$ cat src/rtl/core/sla_pkg.sv
// ----------------------------------------------------------------------------
// sla_pkg
// Shared types and constants for the serial line assembler: store geometry,
// character codes, result status codes and the config bundle.
// ----------------------------------------------------------------------------
package sla_pkg;

    // Line store geometry
    localparam int LINE_CAPACITY = 64;
    localparam int STORE_DEPTH   = LINE_CAPACITY - 1;
    localparam int CNT_W         = $clog2(LINE_CAPACITY);
    localparam int ADDR_W        = $clog2(STORE_DEPTH);

    // Configuration register
    localparam int LEN_W     = 7;
    localparam int APB_DW    = 32;
    localparam int APB_AW    = 3;
    localparam int LEN_RESET = 64;
    localparam int LEN_MIN   = 2;

    // Common width for length compares
    localparam int CMP_W = (CNT_W > LEN_W) ? CNT_W : LEN_W;

    // Character codes
    localparam logic [7:0] CH_BS    = 8'd8;
    localparam logic [7:0] CH_LF    = 8'd10;
    localparam logic [7:0] CH_CR    = 8'd13;
    localparam logic [7:0] CH_SPACE = 8'd32;
    localparam logic [7:0] CH_DEL   = 8'd127;

    // Result status codes
    localparam logic [1:0] ST_LINE  = 2'd0;
    localparam logic [1:0] ST_TRUNC = 2'd1;
    localparam logic [1:0] ST_OVF   = 2'd2;

    // Register index of max_line_len
    localparam logic REG_MAX_LEN = 1'b0;

    // Config bundle from the register block to the controller
    typedef struct packed {
        logic [LEN_W-1:0] lim;   // clamped line limit
    } t_cfg;

endpackage

$ cat src/rtl/core/sla_rx_if.sv
// ----------------------------------------------------------------------------
// sla_rx_if
// Received-byte channel: valid/ready handshake, one byte per word.
// ----------------------------------------------------------------------------
interface sla_rx_if;
    logic       valid;
    logic       ready;
    logic [7:0] rx_byte;

    modport source (output valid, output rx_byte, input ready);
    modport sink   (input valid, input rx_byte, output ready);
endinterface

$ cat src/rtl/core/sla_line_if.sv
// ----------------------------------------------------------------------------
// sla_line_if
// Line output channel: valid/ready handshake, one line byte or notice per word.
// ----------------------------------------------------------------------------
interface sla_line_if;
    logic       valid;
    logic       ready;
    logic [7:0] line_char;
    logic [1:0] status;
    logic       last;

    modport source (output valid, output line_char, output status, output last,
                    input ready);
    modport sink   (input valid, input line_char, input status, input last,
                    output ready);
endinterface

$ cat src/rtl/core/serial_line_assembler.sv
// ----------------------------------------------------------------------------
// serial_line_assembler
// Line editor with backspace: gathers received bytes into a line store and
// emits each completed line as a run of words.
//
//   channel   dir   handshake          payload
//   i_rx      in    valid/ready        rx_byte[7:0]
//   o_line    out   valid/ready        line_char[7:0], status[1:0], last
//   APB       in    psel/penable/rdy   max_line_len at byte address 0
//
// No new byte is taken while a line is read out. The stored bytes of a
// line are read one per cycle, while the output does not stall, through the
// single read port of the line store.
// Reset (synchronous, active low) clears the fill count and discard flag and
// sets max_line_len to 64; the line store holds no reset value.
// A stalled output holds the readout; a new byte is taken only once the
// output register is free or drains in the same cycle.
// ----------------------------------------------------------------------------
module serial_line_assembler import sla_pkg::*; (
    input  logic              i_clk,
    input  logic              i_rst_n,
    sla_rx_if.sink            i_rx,
    sla_line_if.source        o_line,
    input  logic              psel,
    input  logic              penable,
    input  logic              pwrite,
    input  logic [APB_AW-1:0] paddr,
    input  logic [APB_DW-1:0] pwdata,
    output logic [APB_DW-1:0] prdata,
    output logic              pready
);

    t_cfg              cfg;
    logic              wr_en;
    logic [ADDR_W-1:0] wr_addr;
    logic [7:0]        wr_data;
    logic              rd_en;
    logic [ADDR_W-1:0] rd_addr;
    logic [7:0]        rd_data;

    // Configuration register
    sla_cfg u_cfg (
        .i_clk   (i_clk),
        .i_rst_n (i_rst_n),
        .psel    (psel),
        .penable (penable),
        .pwrite  (pwrite),
        .paddr   (paddr),
        .pwdata  (pwdata),
        .prdata  (prdata),
        .pready  (pready),
        .o_cfg   (cfg)
    );

    // Editing and readout sequencer
    sla_ctrl u_ctrl (
        .i_clk        (i_clk),
        .i_rst_n      (i_rst_n),
        .i_cfg        (cfg),
        .i_rx_valid   (i_rx.valid),
        .o_rx_ready   (i_rx.ready),
        .i_rx_byte    (i_rx.rx_byte),
        .o_out_valid  (o_line.valid),
        .i_out_ready  (o_line.ready),
        .o_out_char   (o_line.line_char),
        .o_out_status (o_line.status),
        .o_out_last   (o_line.last),
        .o_wr_en      (wr_en),
        .o_wr_addr    (wr_addr),
        .o_wr_data    (wr_data),
        .o_rd_en      (rd_en),
        .o_rd_addr    (rd_addr),
        .i_rd_data    (rd_data)
    );

    // Line store
    sla_ram #(
        .WIDTH (8),
        .DEPTH (STORE_DEPTH)
    ) u_store (
        .i_clk     (i_clk),
        .i_wr_en   (wr_en),
        .i_wr_addr (wr_addr),
        .i_wr_data (wr_data),
        .i_rd_en   (rd_en),
        .i_rd_addr (rd_addr),
        .o_rd_data (rd_data)
    );

endmodule

$ cat src/rtl/core/sla_ram.sv
// ----------------------------------------------------------------------------
// sla_ram
// Generic simple dual-port RAM: one write port, one read port with
// registered read data that holds while the read enable is low.
// ----------------------------------------------------------------------------
module sla_ram #(
    parameter int WIDTH = 8,
    parameter int DEPTH = 63
) (
    input  logic                                 i_clk,
    input  logic                                 i_wr_en,
    input  logic [((DEPTH > 1) ? $clog2(DEPTH) : 1)-1:0] i_wr_addr,
    input  logic [WIDTH-1:0]                     i_wr_data,
    input  logic                                 i_rd_en,
    input  logic [((DEPTH > 1) ? $clog2(DEPTH) : 1)-1:0] i_rd_addr,
    output logic [WIDTH-1:0]                     o_rd_data
);

    logic [WIDTH-1:0] r_mem [DEPTH];
    logic [WIDTH-1:0] r_rd_data;

    // Write port
    always_ff @(posedge i_clk) begin
        if (i_wr_en) begin
            r_mem[i_wr_addr] <= i_wr_data;
        end
    end

    // Registered read port
    always_ff @(posedge i_clk) begin
        if (i_rd_en) begin
            r_rd_data <= r_mem[i_rd_addr];
        end
    end

    assign o_rd_data = r_rd_data;

endmodule

$ cat src/rtl/core/sla_cfg.sv
// ----------------------------------------------------------------------------
// sla_cfg
// APB register block holding max_line_len; supplies the clamped line limit.
// ----------------------------------------------------------------------------
module sla_cfg import sla_pkg::*; (
    input  logic              i_clk,
    input  logic              i_rst_n,
    input  logic              psel,
    input  logic              penable,
    input  logic              pwrite,
    input  logic [APB_AW-1:0] paddr,
    input  logic [APB_DW-1:0] pwdata,
    output logic [APB_DW-1:0] prdata,
    output logic              pready,
    output t_cfg              o_cfg
);

    logic [LEN_W-1:0] r_max_len;
    logic             wr_hit;

    // Register index is the word address
    assign wr_hit = psel && penable && pwrite && (paddr[2] == REG_MAX_LEN);

    always_ff @(posedge i_clk) begin
        if (!i_rst_n) begin
            r_max_len <= LEN_W'(LEN_RESET);
        end else if (wr_hit) begin
            r_max_len <= pwdata[LEN_W-1:0];
        end
    end

    // Readback; beyond the register list reads zero
    always_comb begin
        prdata = '0;
        if (paddr[2] == REG_MAX_LEN) begin
            prdata = APB_DW'(r_max_len);
        end
    end

    assign pready = 1'b1;

    // Sizes below the minimum act as the minimum
    assign o_cfg.lim = (r_max_len < LEN_W'(LEN_MIN)) ? LEN_W'(LEN_MIN) : r_max_len;

endmodule

$ cat src/rtl/core/sla_ctrl.sv
// ----------------------------------------------------------------------------
// sla_ctrl
// Line editing sequencer: edits the fill count and store on each received
// byte, then walks the stored line out through one shared read counter.
// ----------------------------------------------------------------------------
module sla_ctrl import sla_pkg::*; (
    input  logic              i_clk,
    input  logic              i_rst_n,
    input  t_cfg              i_cfg,
    // received bytes
    input  logic              i_rx_valid,
    output logic              o_rx_ready,
    input  logic [7:0]        i_rx_byte,
    // line words
    output logic              o_out_valid,
    input  logic              i_out_ready,
    output logic [7:0]        o_out_char,
    output logic [1:0]        o_out_status,
    output logic              o_out_last,
    // line store
    output logic              o_wr_en,
    output logic [ADDR_W-1:0] o_wr_addr,
    output logic [7:0]        o_wr_data,
    output logic              o_rd_en,
    output logic [ADDR_W-1:0] o_rd_addr,
    input  logic [7:0]        i_rd_data
);

    typedef enum logic {
        S_IDLE,
        S_READ
    } t_state;

    t_state           r_state;
    logic [CNT_W-1:0] r_fill;
    logic             r_discard;
    logic [CNT_W-1:0] r_iss_idx;
    logic [CNT_W-1:0] r_run_n;
    logic             r_trunc;
    logic             r_pend;
    logic             r_pend_last;
    logic             r_out_valid;
    logic [7:0]       r_out_char;
    logic [1:0]       r_out_status;
    logic             r_out_last;

    logic             rx_fire;
    logic             is_term;
    logic             is_erase;
    logic             is_print;
    logic             store_full;
    logic             ovf_fire;
    logic             out_free;
    logic             load_out;
    logic             rd_en;
    logic             len_ge;
    logic [CNT_W-1:0] run_n;
    logic [CNT_W-1:0] iss_next;

    // Byte classes
    assign is_term    = (i_rx_byte == CH_LF) || (i_rx_byte == CH_CR);
    assign is_erase   = (i_rx_byte == CH_BS) || (i_rx_byte == CH_DEL);
    assign is_print   = (i_rx_byte >= CH_SPACE) && (i_rx_byte < CH_DEL);
    assign store_full = (r_fill == CNT_W'(STORE_DEPTH));

    // Handshakes
    assign out_free   = !r_out_valid || i_out_ready;
    assign o_rx_ready = (r_state == S_IDLE) && out_free;
    assign rx_fire    = i_rx_valid && o_rx_ready;

    // Byte that raises the overflow notice
    assign ovf_fire = rx_fire && !r_discard && !is_term && !is_erase && store_full;

    // Run length on a terminator: truncate at limit - 1
    assign len_ge = CMP_W'(r_fill) >= CMP_W'(i_cfg.lim);
    assign run_n  = len_ge ? CNT_W'(i_cfg.lim - LEN_W'(1)) : r_fill;

    // Read issue: one address per cycle, held back while a word waits
    assign iss_next = r_iss_idx + CNT_W'(1);
    assign load_out = r_pend && out_free;
    assign rd_en    = (r_state == S_READ) && (r_iss_idx != r_run_n) && (!r_pend || load_out);

    // Store ports
    assign o_wr_en   = rx_fire && (r_state == S_IDLE) && !r_discard && !is_term
                       && !is_erase && !store_full && is_print;
    assign o_wr_addr = r_fill[ADDR_W-1:0];
    assign o_wr_data = i_rx_byte;
    assign o_rd_en   = rd_en;
    assign o_rd_addr = r_iss_idx[ADDR_W-1:0];

    // Sequencer, counters and output register
    always_ff @(posedge i_clk) begin
        if (!i_rst_n) begin
            r_state     <= S_IDLE;
            r_fill      <= '0;
            r_discard   <= 1'b0;
            r_pend      <= 1'b0;
            r_out_valid <= 1'b0;
            r_iss_idx   <= '0;
            r_run_n     <= '0;
        end else begin
            // output word taken, nothing new behind it
            if (r_out_valid && i_out_ready && !load_out && !ovf_fire) begin
                r_out_valid <= 1'b0;
            end
            // stored byte moves into the output register
            if (load_out) begin
                r_out_valid  <= 1'b1;
                r_out_char   <= i_rd_data;
                r_out_status <= r_trunc ? ST_TRUNC : ST_LINE;
                r_out_last   <= r_pend_last;
            end
            // read pipeline
            if (rd_en) begin
                r_pend      <= 1'b1;
                r_pend_last <= (iss_next == r_run_n);
                r_iss_idx   <= iss_next;
            end else if (load_out) begin
                r_pend <= 1'b0;
            end

            unique case (r_state)
                S_IDLE: begin
                    if (rx_fire) begin
                        if (r_discard) begin
                            if (is_term) begin
                                r_discard <= 1'b0;
                            end
                        end else if (is_term) begin
                            r_fill <= '0;
                            if (r_fill != '0) begin
                                r_run_n   <= run_n;
                                r_trunc   <= len_ge;
                                r_iss_idx <= '0;
                                r_state   <= S_READ;
                            end
                        end else if (is_erase) begin
                            if (r_fill != '0) begin
                                r_fill <= r_fill - CNT_W'(1);
                            end
                        end else if (store_full) begin
                            // overflow notice, then skip to next terminator
                            r_fill       <= '0;
                            r_discard    <= 1'b1;
                            r_out_valid  <= 1'b1;
                            r_out_char   <= '0;
                            r_out_status <= ST_OVF;
                            r_out_last   <= 1'b1;
                        end else if (is_print) begin
                            r_fill <= r_fill + CNT_W'(1);
                        end
                    end
                end
                S_READ: begin
                    if ((r_iss_idx == r_run_n) && !r_pend) begin
                        r_state <= S_IDLE;
                    end
                end
                default: begin
                    r_state <= S_IDLE;
                end
            endcase
        end
    end

    assign o_out_valid  = r_out_valid;
    assign o_out_char   = r_out_char;
    assign o_out_status = r_out_status;
    assign o_out_last   = r_out_last;

`ifndef SYNTHESIS
    // fill count stays within the store
    a_fill_range: assert property (@(posedge i_clk) disable iff (!i_rst_n)
        r_fill <= CNT_W'(STORE_DEPTH))
        else $error("fill count beyond store depth");

    // a readout run is never empty
    a_run_nonzero: assert property (@(posedge i_clk) disable iff (!i_rst_n)
        (r_state == S_READ) |-> (r_run_n != '0))
        else $error("readout with empty run");

    // read counter never passes the run length
    a_iss_bound: assert property (@(posedge i_clk) disable iff (!i_rst_n)
        (r_state == S_READ) |-> (r_iss_idx <= r_run_n))
        else $error("read counter past run length");

    // pending read data only during readout
    a_pend_read: assert property (@(posedge i_clk) disable iff (!i_rst_n)
        r_pend |-> (r_state == S_READ))
        else $error("pending read outside readout");

    // no byte is taken during readout
    a_no_rx_read: assert property (@(posedge i_clk) disable iff (!i_rst_n)
        (r_state == S_READ) |-> !o_rx_ready)
        else $error("byte accepted during readout");
`endif

endmodule
$ cat src/flat_wrapper.sv
// flat-port wrapper written by rule: the top's interface ports become plain ports
module serial_line_assembler_flat import sla_pkg::*;
  (i_clk, i_rst_n, psel, penable, pwrite, paddr, pwdata, prdata, pready, i_rx_valid, i_rx_rx_byte, i_rx_ready, o_line_valid, o_line_line_char, o_line_status, o_line_last, o_line_ready);
  sla_rx_if i_rx_i ();
  sla_line_if o_line_i ();
  input  logic i_clk;
  input  logic i_rst_n;
  input  logic psel;
  input  logic penable;
  input  logic pwrite;
  input  logic [APB_AW-1:0] paddr;
  input  logic [APB_DW-1:0] pwdata;
  output logic [APB_DW-1:0] prdata;
  output logic pready;
  input wire logic [$bits(i_rx_i.valid)-1:0] i_rx_valid;
  input wire logic [$bits(i_rx_i.rx_byte)-1:0] i_rx_rx_byte;
  output wire logic [$bits(i_rx_i.ready)-1:0] i_rx_ready;
  output wire logic [$bits(o_line_i.valid)-1:0] o_line_valid;
  output wire logic [$bits(o_line_i.line_char)-1:0] o_line_line_char;
  output wire logic [$bits(o_line_i.status)-1:0] o_line_status;
  output wire logic [$bits(o_line_i.last)-1:0] o_line_last;
  input wire logic [$bits(o_line_i.ready)-1:0] o_line_ready;
  assign i_rx_i.valid = i_rx_valid;
  assign i_rx_i.rx_byte = i_rx_rx_byte;
  assign i_rx_ready = i_rx_i.ready;
  assign o_line_valid = o_line_i.valid;
  assign o_line_line_char = o_line_i.line_char;
  assign o_line_status = o_line_i.status;
  assign o_line_last = o_line_i.last;
  assign o_line_i.ready = o_line_ready;
  serial_line_assembler u_core (.i_clk(i_clk), .i_rst_n(i_rst_n), .i_rx(i_rx_i), .o_line(o_line_i), .psel(psel), .penable(penable), .pwrite(pwrite), .paddr(paddr), .pwdata(pwdata), .prdata(prdata), .pready(pready));
endmodule
$ cat config.mk
export PLATFORM = sky130hd
export DESIGN_NAME = serial_line_assembler_flat
export DESIGN_NICKNAME = d
export VERILOG_FILES = /design/src/rtl/core/sla_pkg.sv /design/src/rtl/core/sla_rx_if.sv /design/src/rtl/core/sla_line_if.sv /design/src/rtl/core/serial_line_assembler.sv /design/src/rtl/core/sla_ram.sv /design/src/rtl/core/sla_cfg.sv /design/src/rtl/core/sla_ctrl.sv /design/src/flat_wrapper.sv
export SDC_FILE = /design/constraint.sdc
export NUM_CORES = 1
export LEC_CHECK = 0
export ABC_AREA = 1
export ABC_CLOCK_PERIOD_IN_PS = 2450
export BUFFER_PORTS_ARGS = -buffer_cell sky130_fd_sc_hd__buf_4
export CAP_MARGIN = 30
export CORE_UTILIZATION = 40
export DETAILED_ROUTE_END_ITERATION = 8
export PLACE_DENSITY = 0.61
export SLEW_MARGIN = 20
export SYNTH_ARGS = -nofsm -noshare
export SYNTH_HDL_FRONTEND = slang
export SYNTH_HIERARCHICAL = 1
export SYNTH_SLANG_ARGS = --single-unit
export TNS_END_PERCENT = 50
$ cat constraint.sdc
create_clock -name i_clk -period 2.45 [get_ports i_clk]
set_clock_uncertainty 0.2 [all_clocks]
set_input_delay 0.245 -clock i_clk [delete_from_list [all_inputs] [get_ports i_clk]]
set_output_delay 0.245 -clock i_clk [all_outputs]
set_load 0.01 [all_outputs]
; ---- After elaboration in Yosys (flattened, before gate mapping)
; Memories as Yosys holds them, arrays and structs flattened. A register that Yosys moved wholly into a read port is not among the register bits.
; Index checks and enable logic that the tools add are counted.
[word_totals]
register_bits = 42
ramBits = 504
in_bits = 50
output_inout_bits = 46
elab_cells = 136
n_memories = 1
[memory_table]
columns = name, words, width, rd, rd_ports_with_merged_regs, wr, line
row1 = u_core.u_store.r_mem, 63, 8, 1, 1, 1, sla_ram.sv:19  ; logic [WIDTH-1:0] r_mem [DEPTH];
[op_classes]
addsub = 4
magnitude_cmp = 4
n_eq_ne = 9
mux = 59
bitwise = 3
n_reduce_logical = 43
[op_table]
columns = operator, count
row1 = $mux 6, 12
row2 = $mux 8, 7
row3 = $mux 1, 30
row4 = $eq 8x4->1 const B, 3
row5 = $logic_and 1x1->1, 23
row6 = $mux 2, 7
row7 = $mux 7, 2
row8 = $add 6x1->6 const B, 2
row9 = $eq 6x6->1, 2
row10 = $sub 6x1->6 const B, 2
row11 = $reduce_and 5->1, 2
row12 = $eq 8x7->1 const B, 1
row13 = $ge 8x6->1 const B, 1
row14 = $logic_not 1->1, 8
row15 = $lt 8x7->1 const B, 1
row16 = $ge 6x7->1, 1
row17 = $lt 7x2->1 const B, 1
row18 = $eq 6x6->1 const B, 1
row19 = $ne 6x6->1, 1
row20 = $reduce_and 6->1, 1
row21 = $reduce_bool 6->1, 1
row22 = $logic_or 1x1->1, 4
row23 = $reduce_and 2->1, 2
row24 = $reduce_bool 4->1, 1
row25 = 4 further kinds, 6

; ---- Logic depth before layout (Yosys ltp)
[depth]
word_depth = 18
ltp_mapped = 13
depth_no_buf = 12

; ---- By module
; Netlist, hierarchy kept.
[modules_own_cells]
columns = module, instances, cells_each, area_per_inst_um2, seq_area_each_um2
row1 = sla_ram, 1, 1795, 20933.8, 15374.7
row2 = sla_ctrl, 1, 360, 2585.0, 830.8
row3 = sla_cfg, 1, 102, 648.1, 140.1

; ---- Worst setup path after synthesis
; OpenSTA, ideal clock, no wires.
[synth_path]
path_kind = reg-to-reg
start = register u_core.u_ctrl.r_fill[1] (netlist: u_core/u_ctrl/o_wr_addr[1])
end = memory u_core.u_store.r_mem[32][0], enable pin
setup_time_ns = 0.370
arrival_ns = 1.988
path_slack_ns = -0.108
path_stages_with_launch = 10
synth_period_minus_slack_ns = 2.558
path_cell_list = dfxtp_1 > ha_1 > nand3_1 > nor2_1 > inv_1 > nand3_1 > nor2_1 > clkbuf_1 > nand3_1 > nor2_1
[synth_via]
elab_chain_cells = 6
[synth_lines]
columns = item, line
row1 = start: declaration, sla_ctrl.sv:35  ; logic [CNT_W-1:0] r_fill;
row2 = start signal: assignment, sla_ctrl.sv:139  ; r_fill <= r_fill - CNT_W'(1);
row3 = start signal: assignment, sla_ctrl.sv:150  ; r_fill <= r_fill + CNT_W'(1);
row4 = $eq 6x6->1, sla_ctrl.sv:64  ; assign store_full = (r_fill == CNT_W'(STORE_DEPTH));
row5 = $logic_not 1->1, sla_ctrl.sv:85  ; && !is_erase && !store_full && is_print;
row6 = $logic_and 1x1->1 (2 in series), sla_ctrl.sv:85
row7 = named net u_core.wr_en, serial_line_assembler.sv:34  ; logic wr_en;
row8 = $mux 1, sla_ram.sv:24  ; if (i_wr_en) begin
row9 = $mux 1 (not written as such), sla_ram.sv:25  ; r_mem[i_wr_addr] <= i_wr_data;
row10 = end: declaration, sla_ram.sv:19
; The timed path passes the listed nets, and every way through them passes these cells.

; ---- Worst setup path after layout
[layout_path]
start = register u_core.u_ctrl.r_fill[0] (netlist: u_core/u_ctrl/o_wr_addr[0])
end = memory u_core.u_store.r_mem[6][4], enable pin
; Same word-level chain as after synthesis.

==> impl_metrics.py <==
metrics = {
    "critical_path": {
        "critPathKind": "register to register",
        "cp-end-kind": "register",
        "cp.arrival_ns": 2.44,
        "critPathLaunchType": "register",
        "cp_max_fo": 8,
        "worstPathRequired_ns": 2.55,
    },
    "layout": {
        "multi_input_area_sq_um": 6669,
        "syn2layout_area_growth_pct": 14.81,
        "fin_util": 0.4675,
        "instances_no_fill": 3192,
        "fin_nets": 2435,
        "fill_cells": 5380,
        "antennaDiodeCount": 0,
        "seqCellArea_sq_um": 16350,
        "drive_above_1_share": 0.1228,
    },
    "run": {
        "max_cap_violations": 0,
    },
    "sta": {
        "hold_viol_final": 0,
        "fin_hold_ws_ns": 0.1384,
        "rsz0062_at_grt": "false",
        "fin_crit_sh": 0.9541,
        "setup_viol": 0,
        "slew_viol_final": 0,
        "fmax_ghz": 0.4278,
        "setup-tns-final_ns": 0,
        "relSlewSlack": 0.3843,
        "period_minus_slack_ns": 2.338,
        "worst_slew_pin_slew_ns": 0.9236,
    },
    "cts": {
        "cts_buffer_depth": 3,
        "cts.sinks": 554,
        "clock_latency_ns": 0.60,
        "h-tree-depth": 2,
        "cts-root-buf": "clkbuf_16",
        "cts_buffers": 55,
        "clk_pin_slew_ns": 0.06,
        "cts_tree": "done",
    },
    "run_status": {
        "outcome": "finished with violations",
        "violations": "design-rule violations",
    },
    "global_routing": {
        "grt.busiest_layer": "met2",
        "grt_pass1_wl_microns": 89710,
        "gr-usage-met3": 0.02779,
        "grt_max_degree": 129,
        "antenna_found_initial": 0,
        "grtUsageMet1": 0.2614,
        "use_met2": 0.3185,
        "overflow": 0,
        "grt_pass1_vias": 15885,
        "grt_use_total": 0.1923,
    },
    "synth": {
        "async_flop_share": 0,
        "yosysTopAreaCell": "edfxtp_1",
        "synth_area_per_cell_sq_um": 10.71,
        "synth_top_area_share": 0.6523,
        "synth-edff-count": 525,
        "synth_most_common_cell": "nand2_1",
        "syn_inst": 2257,
        "synth_cell_types": 40,
        "synth.area.top_cells": "edfxtp_1, nand2_1, nand3_1",
        "synth_warnings": 6,
        "yosysSeqAreaShare": 0.6764,
        "synth_area_sq_um": 24170,
        "netlist_top_cells_count": "nand2_1, edfxtp_1, nand3_1",
        "ys.flop_type": "edfxtp_1",
        "ys_ff_latch": 554,
    },
    "placed_design": {
        "gp_congestion": 0.9007,
        "dp_hpwl_microns": 35450,
        "placement.io_buffers": 42,
        "dp_cells": 3063,
    },
    "power": {
        "ir_drop_mv": 0.5185,
        "p_per_area_nw_per_um2": 693.0,
        "p_leak_nw": 10.44,
        "p_total_mw": 19.23,
    },
    "die": {
        "die_h_microns": 247.8,
        "io_pins": 96,
        "design.core.area_sq_um": 59350,
        "fp-row-count": 89,
        "die_x_microns": 247.8,
        "die-area_sq_um": 61400,
        "start_util": 0.4072,
    },
    "routing": {
        "drtAntennaViolNets": 0,
        "drt_first_pass_iters": 8,
        "remaining_drc_errors": 4,
        "routedWlPerCell_microns": 18.22,
        "drt-initial-drc-count": 1369,
        "postRouteWirelength_microns": 58170,
        "vias": 16350,
        "avgViaCountPerCell": 5.122,
    },
    "worst_hold_path": {
        "hold_class": "input pin to register",
    },
}
## cell type report
cell class | instances | share of cell area
sequential | 554 | 0.5894
multi-input combinational | 1484 | 0.2404
timing repair buffer | 192 | 0.06079
clock buffer | 71 | 0.05330
tap | 773 | 0.03486
inverter | 88 | 0.01222
clock inverter | 30 | 0.009019
## per-layer routing
layer,part of all wire,vias to the layer above,routed length [microns]
li1,-,7903,-
met2,0.47,518,27530
met4,0.026,0,1510
met1,0.44,7831,25720
met5,0,-,0
met3,0.059,98,3405
## what timing repair did
action / 4_1_cts / 5_1_grt
hold endpoints to repair: 53 / 0
cloned: 0 / 1
endpoints found under the setup margin: 8 / 343
hold buffers: 32 / 0
setup buffers: 0 / 0
pin swaps: 0 / 1
resized for setup: 1 / 16
## worst paths after layout
kind / startpoint / end / slack [ns] / cells past startpoint
hold / removal: i_rx_rx_byte[1] / u_core/u_ctrl/o_wr_addr[3] / 0.14 / 8
setup / recovery: u_core/u_ctrl/o_wr_addr[0] / u_core/u_store/r_mem[6][4] / 0.11 / 10
setup reg to reg: u_core/u_ctrl/o_wr_addr[0] / u_core/u_store/r_mem[6][4] / 0.11 / 10
hold reg to reg: u_core/u_ctrl/r_run_n[2] / u_core/u_ctrl/r_run_n[2] / 0.28 / 2
## report_power, final
group	switching, mW	internal [mW]
clock	3.46	4.66
combinational	0.484	0.200
sequential	0.0209	10.4
## kinds of logic (layout without fill, tap and decap cells)
logic type,after synthesis,in the layout,share of synthesized area
compound gates,28,28,0.006782
xor+xnor,18,18,0.006523
fa+ha+maj,10,10,0.005177
buf+inv,243,381,0.05276
flops,554,554,0.6764
mux,9,9,0.004194
other cells,2,26,0.0003108
simple gates,1393,1393,0.2479
## through the flow
| stage | worst slack [ns] | instance area (sq um) |
|---|---|---|
| floorplan | -0.1084 | 24260 |
| global placement | 0.05527 | 25690 |
| detailed placement | 0.003979 | 25690 |
| CTS | 0.02287 | 27740 |
| global route | 0.03446 | 27750 |
| finish | 0.1124 | 27750 |
## worst max-delay path, cell delays in order (launching register included)
cell,delay [ns]
dfxtp_1,0.31
ha_2,0.20
nand3_2,0.09
nor2_1,0.06
inv_1,0.08
nand3_1,0.09
nor2_2,0.17
buf_2,0.21
nand2_2,0.21
nor2_1,0.19
buf_4,0.21
## flip-flops by register name, indices dropped and copies added (netlist names), 2 cells and up
signal and cells:
u_core/u_store/r_mem 504, u_core/u_ctrl/o_out_char 8, u_core/u_store/o_rd_data 8, u_core/u_cfg/r_max_len 7, u_core/u_ctrl/o_rd_addr 6, u_core/u_ctrl/o_wr_addr 6, u_core/u_ctrl/r_run_n 6, u_core/u_ctrl/o_out_status 2
## placed cells by master, fill, tap and decap left out, types with 14 or more instances in the layout
cell / n
xor2_1: 14
dfxtp_1: 26
conb_1: 26
nand3_1: 467
edfxtp_1: 525
clkbuf_1: 14
nand2_1: 731
dlygate4sd3_1: 26
inv_1: 79
clkbuf_16: 57
nor2_1: 142
buf_4: 147
No activity file was read; power rests on OpenSTA's default activity.
